[src/arbm_pkg.sv]
// Shared types and constants for the address range breakpoint matcher.
// Used by every module of the block; no dependencies of its own.
`timescale 1ns / 1ps
`default_nettype none

package arbm_pkg;

  localparam int NUM_ENTRIES = 8;
  localparam int NUM_ZONES   = 4;
  localparam int ADDR_BITS   = 24;

  localparam int FUNC_W   = 2;
  localparam int IDX_W    = 3;
  localparam int SZONE_W  = 3;
  localparam int AZONE_W  = 2;
  localparam int KINDS_W  = 3;
  localparam int AFIELD_W = 24;

  localparam logic [SZONE_W-1:0] ZONE_NONE = '0;

  typedef enum logic [FUNC_W-1:0] {
    FN_CHECK = 2'd0,
    FN_WRITE = 2'd1,
    FN_CLEAR = 2'd2
  } func_t;

  typedef struct packed {
    logic                 enabled;
    logic [SZONE_W-1:0]   zone;
    logic [ADDR_BITS-1:0] first;
    logic [ADDR_BITS-1:0] last;
    logic [KINDS_W-1:0]   kinds;
  } slot_t;

  typedef struct packed {
    logic             write;
    logic             clear;
    logic [IDX_W-1:0] idx;
    slot_t            slot;
  } tbl_cmd_t;

endpackage

`default_nettype wire

[src/arbm_table.sv]
// Breakpoint slot table: one register row per slot, written or cleared by command.
// Depends on arbm_pkg.
`timescale 1ns / 1ps
`default_nettype none

module arbm_table (
  input  wire                                           clk,
  input  wire                                           rst,
  input  arbm_pkg::tbl_cmd_t                            cmd,
  output arbm_pkg::slot_t [arbm_pkg::NUM_ENTRIES-1:0]   slots
);
  import arbm_pkg::*;

  // Every index value matches a row, so a write always updates one slot.
  always_ff @(posedge clk) begin
    if (rst || cmd.clear) begin
      slots <= '0;
    end else if (cmd.write) begin
      for (int k = 0; k < NUM_ENTRIES; k++) begin
        if (cmd.idx == IDX_W'(k)) begin
          slots[k] <= cmd.slot;
        end
      end
    end
  end

endmodule

`default_nettype wire

[src/arbm_compare.sv]
// Parallel range comparators: one per slot, results ORed into a single hit.
// Depends on arbm_pkg.
`timescale 1ns / 1ps
`default_nettype none

module arbm_compare (
  input  arbm_pkg::slot_t [arbm_pkg::NUM_ENTRIES-1:0] slots,
  input  wire [arbm_pkg::AZONE_W-1:0]                 acc_zone,
  input  wire [arbm_pkg::ADDR_BITS-1:0]               acc_addr,
  input  wire [arbm_pkg::KINDS_W-1:0]                 acc_kinds,
  output logic                                        hit
);
  import arbm_pkg::*;

  logic [NUM_ENTRIES-1:0] match;
  logic [SZONE_W-1:0]     zone_m1 [NUM_ENTRIES];
  logic                   acc_zone_ok;

  assign acc_zone_ok = 32'(acc_zone) < NUM_ZONES;

  always_comb begin
    for (int k = 0; k < NUM_ENTRIES; k++) begin
      zone_m1[k] = slots[k].zone - SZONE_W'(1);
      match[k]   = slots[k].enabled
                && (slots[k].zone != ZONE_NONE)
                && (32'(zone_m1[k]) < NUM_ZONES)
                && (zone_m1[k] == SZONE_W'(acc_zone))
                && (acc_addr >= slots[k].first)
                && (acc_addr <= slots[k].last)
                && (|(slots[k].kinds & acc_kinds));
    end
  end

  assign hit = acc_zone_ok && (|match);

endmodule

`default_nettype wire

[src/address_range_breakpoint_match.sv]
// Address range breakpoint matcher, top level.
// A check beat passes through the input register and then the result register, which shows its hit.
// Throughput: one beat per cycle while the input is not stalled; write and clear beats give no result.
// The input stage holds a check only while the result register is full and stalled.
// Reset clears the pipeline and every slot (disabled, unassigned). Depends on arbm_pkg.
`timescale 1ns / 1ps
`default_nettype none

module address_range_breakpoint_match (
  input  wire                             clk,
  input  wire                             rst,
  input  wire                             in_valid,
  output logic                            in_stall,
  input  wire [arbm_pkg::FUNC_W-1:0]      func,
  input  wire [arbm_pkg::IDX_W-1:0]       entry_index,
  input  wire                             entry_enabled,
  input  wire [arbm_pkg::SZONE_W-1:0]     entry_zone,
  input  wire [arbm_pkg::AFIELD_W-1:0]    entry_start,
  input  wire [arbm_pkg::AFIELD_W-1:0]    entry_end,
  input  wire [arbm_pkg::KINDS_W-1:0]     entry_kinds,
  input  wire [arbm_pkg::AZONE_W-1:0]     access_zone,
  input  wire [arbm_pkg::AFIELD_W-1:0]    access_address,
  input  wire [arbm_pkg::KINDS_W-1:0]     access_kinds,
  output logic                            out_valid,
  input  wire                             out_stall,
  output logic                            hit
);
  import arbm_pkg::*;

  // Input register
  logic                 s1_valid;
  logic [FUNC_W-1:0]    s1_func;
  logic [IDX_W-1:0]     s1_idx;
  slot_t                s1_slot;
  logic [AZONE_W-1:0]   s1_zone;
  logic [ADDR_BITS-1:0] s1_addr;
  logic [KINDS_W-1:0]   s1_kinds;

  logic                 out_free;
  logic                 s1_go;
  logic                 s1_is_check;
  tbl_cmd_t             cmd;
  slot_t [NUM_ENTRIES-1:0] slots;
  logic                 cmp_hit;

  assign out_free    = !out_valid || !out_stall;
  assign s1_is_check = (s1_func == FN_CHECK);
  assign s1_go       = s1_valid && (!s1_is_check || out_free);
  assign in_stall    = s1_valid && !s1_go;

  always_ff @(posedge clk) begin
    if (rst) begin
      s1_valid <= 1'b0;
    end else if (!in_stall) begin
      s1_valid <= in_valid;
    end
  end

  always_ff @(posedge clk) begin
    if (!in_stall) begin
      s1_func            <= func;
      s1_idx             <= entry_index;
      s1_slot.enabled    <= entry_enabled;
      s1_slot.zone       <= entry_zone;
      s1_slot.first      <= entry_start[ADDR_BITS-1:0];
      s1_slot.last       <= entry_end[ADDR_BITS-1:0];
      s1_slot.kinds      <= entry_kinds;
      s1_zone            <= access_zone;
      s1_addr            <= access_address[ADDR_BITS-1:0];
      s1_kinds           <= access_kinds;
    end
  end

  // Apply table updates as the beat leaves the input register
  always_comb begin
    cmd       = '0;
    cmd.idx   = s1_idx;
    cmd.slot  = s1_slot;
    case (s1_func)
      FN_WRITE: cmd.write = s1_go;
      FN_CLEAR: cmd.clear = s1_go;
      default:  cmd.write = 1'b0;
    endcase
  end

  arbm_table u_table (
    .clk   (clk),
    .rst   (rst),
    .cmd   (cmd),
    .slots (slots)
  );

  arbm_compare u_compare (
    .slots     (slots),
    .acc_zone  (s1_zone),
    .acc_addr  (s1_addr),
    .acc_kinds (s1_kinds),
    .hit       (cmp_hit)
  );

  // Result register
  always_ff @(posedge clk) begin
    if (rst) begin
      out_valid <= 1'b0;
    end else if (out_free) begin
      out_valid <= s1_go && s1_is_check;
    end
  end

  always_ff @(posedge clk) begin
    if (out_free) begin
      hit <= cmp_hit;
    end
  end

endmodule

`default_nettype wire

[config.mk]
export PLATFORM = sky130hd
export DESIGN_NAME = address_range_breakpoint_match
export DESIGN_NICKNAME = d
export VERILOG_FILES = /design/src/arbm_pkg.sv /design/src/arbm_table.sv /design/src/arbm_compare.sv /design/src/address_range_breakpoint_match.sv
export SDC_FILE = /design/constraint.sdc
export NUM_CORES = 2
export LEC_CHECK = 0
export BUFFER_PORTS_ARGS = -buffer_cell sky130_fd_sc_hd__buf_2
export CORE_ASPECT_RATIO = 0.9
export CORE_MARGIN = 3
export CORE_UTILIZATION = 40
export CTS_BUF_LIST = sky130_fd_sc_hd__clkbuf_8
export CTS_CLUSTER_SIZE = 16
export DETAILED_ROUTE_END_ITERATION = 7
export PLACE_DENSITY = 0.63
export SETUP_SLACK_MARGIN = 0.3
export SLEW_MARGIN = 30
export SYNTH_ARGS = -nofsm -noshare
export SYNTH_HDL_FRONTEND = slang
export SYNTH_HIERARCHICAL = 1
export SYNTH_SLANG_ARGS = --single-unit
[constraint.sdc]
create_clock -name clk -period 2.9 [get_ports clk]
set_input_delay 0.29 -clock clk [delete_from_list [all_inputs] [get_ports clk]]
set_output_delay 0.29 -clock clk [all_outputs]
set_load 0.02 [all_outputs]
==> results.md <==
* Min-Delay Path Class: in2reg
* F_max at between 300 and 400 MHz
* Slew @ Worst Pin at about 0.96 ns
* Yosys cell types at 76
* Max-slew headroom at between 30% and 40%
* Clock Skew at 0.0556 ns
* Post-synth top area share at between 20 and 30%
* Syn Area/Cell at between 10 and 15 um2
* Outcome: finished clean
* GRT Overall Usage at 22.4%
* Synth Register Bits at 532
* Sequential fraction of the synthesis area at roughly 37%
* DR WL/cell at between 20 and 25 um
* Htree depth at 3
* Hold_sp: entry_kinds[2]
* Crit Path Class: reg2reg
* Reg2Reg Depth at 11
* Initial antenna violation count at 5
* Post-synth EDFFs at 90
* Largest net degree at the start of global routing at approximately 110
* Gpl congestion at just over 0.9
* Clock Tree Root: clkbuf_8
* Share of cells above drive strength 1 at roughly 16%
* Area contributors post-synth: dfxtp_1, ha_1, mux2i_1
* Row count at between 90 and 100
* Final cell count without fillers at ~4500
* Wirelength, routed at a little over 90 mm
* Die width at 302 um
* Vias per inst at roughly 5.3
* Die Ht at about 270 um
* Remaining design rule violation count at 0
* Max-slew violations at 0
* CP Capture Type: flip-flop
* Post-DP HPWL at 62.5 mm
* TritonCTS clock tree: yes
* Reg2Reg Setup Slack at 0.03 ns
* Largest stage delay on the critical path at 0.54 ns
* Number of global-route vias before repair at around 23000
* Max Cap Viol at 0
* Final Hold Vio Count at 0
* Sink of the worst hold path: cmd[2]$_DFFE_PN_
* Placed Cells at around 4200
* DRT Pass-1 Iters at 5
* Buffers added on ports at between 90 and 100
* Critical path's slowest cell: or4_4
* Crit path max fanout at 5
* Worst IR drop on VDD at between 300 and 400 uV
* Sinks on the clock net at between 500 and 600
* Commonest cells post-synth: or3b_1, dfxtp_1, mux2i_1
* Syn-to-layout area delta at 19.1%
* GRT overflow at 0
* Count leader, synth: or3b_1
* CP arrival at between 3 and 4 ns
* Synthesized instance count at 3099
* Die area at 82200 um2
* Netlist Area Pre-Place at 31500 um2
* Initial Utilization at between 40 and 50%
* Clock buffer depth at 3
* Antenna Nets Post-Route at 0
* Leading area contributor after synthesis: dfxtp_1
* I/O Pins at 96
* Ys flop type: dfxtp_1
* First-pass GRT wire length at approximately 140 mm
* Worst EP required at 3.38 ns
* Fin crit share at 98.9%
* Post-synth net total at 3592
* Fin crit period at approximately 2.9 ns
* Asr flop ratio synth at 0%
* Core Box Area at just under 80000 um2
* Clock slew at reported path FFs at around 0.070 ns
* Iter 0 DRT Violations at ~1500
* Startpoint Class: flip-flop
* Crit path cell chain: buf_8 > buf_6 > ha_4 > nand2_4 > or4_4 > a211oi_2 > nor3_1 > buf_4 > o211a_1 > a2111oi_4 > nand2_1
* Final setup viols at 0
* CTS buffer count at slightly above 90
* # nets final at around 3800
* Unrepaired setup endpoints after global routing: yes
* Reg-to-reg startpoint: s1_addr[13]$_DFFE_PN_
* Hold path depth at 2
* Clk Latency, worst-skew pair at between 0.7 and 0.8 ns
* Static leakage at ~16 nW
* R2R Path End: hit$_DFFE_PP_
* Pwr Total at between 15 and 20 mW
* Pwr per Cell Area at 442 nW/um2
* Via count at 23553
* Ys Warns at 6
cells by family after synthesis:
kind of cell	count (synthesis)	share of synthesized area, %
buffers and inverters	620	7.76
XOR/XNOR	16	0.445
multiplexers	440	14.0
flip-flops	532	36.7
adder cells (fa/ha/maj)	400	15.9
AND/OR/NAND/NOR	759	18.3
AO/OA/AOI/OAI	332	6.91
worst max-delay path, delay by kind of cell (launching register included):
family,cells,cell delay (ns)
adder cells (fa/ha/maj),1,0.27
buffers and inverters,3,0.44
AND/OR/NAND/NOR,4,0.73
AO/OA/AOI/OAI,3,0.70
flip-flops,1,0.50
state kept, by name (all words and copies together), names as in the netlist:
register       flops
cmd               55
s1_idx             3
s1_func            2
s1_kinds           3
s1_zone            2
u_table/slots    440
hit                1
s1_addr           24
out_valid          1
s1_valid           1
layout by cell type (no fill, tap or decap), drive strengths merged, types with 64 or more instances in the layout:
master	Yosys	layout
a21o	70	70
a21oi	124	124
buf	75	279
clkbuf	146	115
dfxtp	442	442
dlygate4sd3	0	93
edfxtp	90	90
ha	400	400
inv	399	440
mux2i	440	440
nand2	64	64
nand4	67	67
or3b	497	497
through the flow:
| stage | utilization (%) | hold slack [ns] | cell area, um2 | setup WS, ns | setup TNS [ns] |
|---|---|---|---|---|---|
| after detailed placement | 43.8 | 0.468 | 33800 | -0.419 | -0.419 |
| after CTS | 48.4 | 0.215 | 37300 | 0.123 | 0 |
| after global placement | 43.8 | 0.467 | 33800 | -0.441 | -0.441 |
| after floorplan | - | 0.359 | 31500 | 0.350 | 0 |
| final | 48.7 | 0.279 | 37500 | 0.0330 | 0 |
| after global routing | 48.7 | 0.227 | 37500 | -0.0706 | -0.0706 |
layout make-up:
class                      instances  area, um2
antenna                            2       5.00
clock buffer                     114       1570
clock inverter                    57        329
fill                            7156      39600
inverter                         399       1500
multi-input combinational       1947      18100
sequential                       532      11600
tap                             1029       1290
timing repair buffer             373       3210
worst max-delay path by stage:
stage,startpoint,to,slack (ns),depth (start not counted)
2_1_floorplan,s1_addr[19]$_DFFE_PN_,hit$_DFFE_PP_,0.35,8
3_3_place_gp,s1_addr[0]$_DFFE_PN_,hit$_DFFE_PP_,-0.44,11
3_5_place_dp,s1_addr[0]$_DFFE_PN_,hit$_DFFE_PP_,-0.42,11
4_1_cts,s1_addr[21]$_DFFE_PN_,hit$_DFFE_PP_,0.12,11
5_1_grt,s1_addr[9]$_DFFE_PN_,hit$_DFFE_PP_,-0.07,11
6_report,s1_addr[13]$_DFFE_PN_,hit$_DFFE_PP_,0.03,11
what timing repair did:
action / in CTS / in global routing
endpoints found under the setup margin: 1 / 1
setup buffers: 27 / 9
gates resized for setup: 75 / 23
hold endpoints to repair: 92 / 0
hold buffers: 93 / 0
gates cloned: 0 / 1
pin swaps: 40 / 11
report_power, final:
group	leakage (nW)	internal [mW]	switching [mW]	total, mW
clock	1.11	3.82	3.30	7.12
combinational	10.6	0.771	1.03	1.80
sequential	4.51	7.60	0.0595	7.66
total	16.2	12.2	4.39	16.6
per-layer routing:
layer	up-vias	GRT usage (%)	routed length (um)
met1	11241	31.8	44400
met3	175	4.46	5340
met5	-	0	20
li1	11571	-	-
met4	2	7.88	3350
met2	564	33.5	39700
Note: power is estimated with default switching activity, not from simulation.
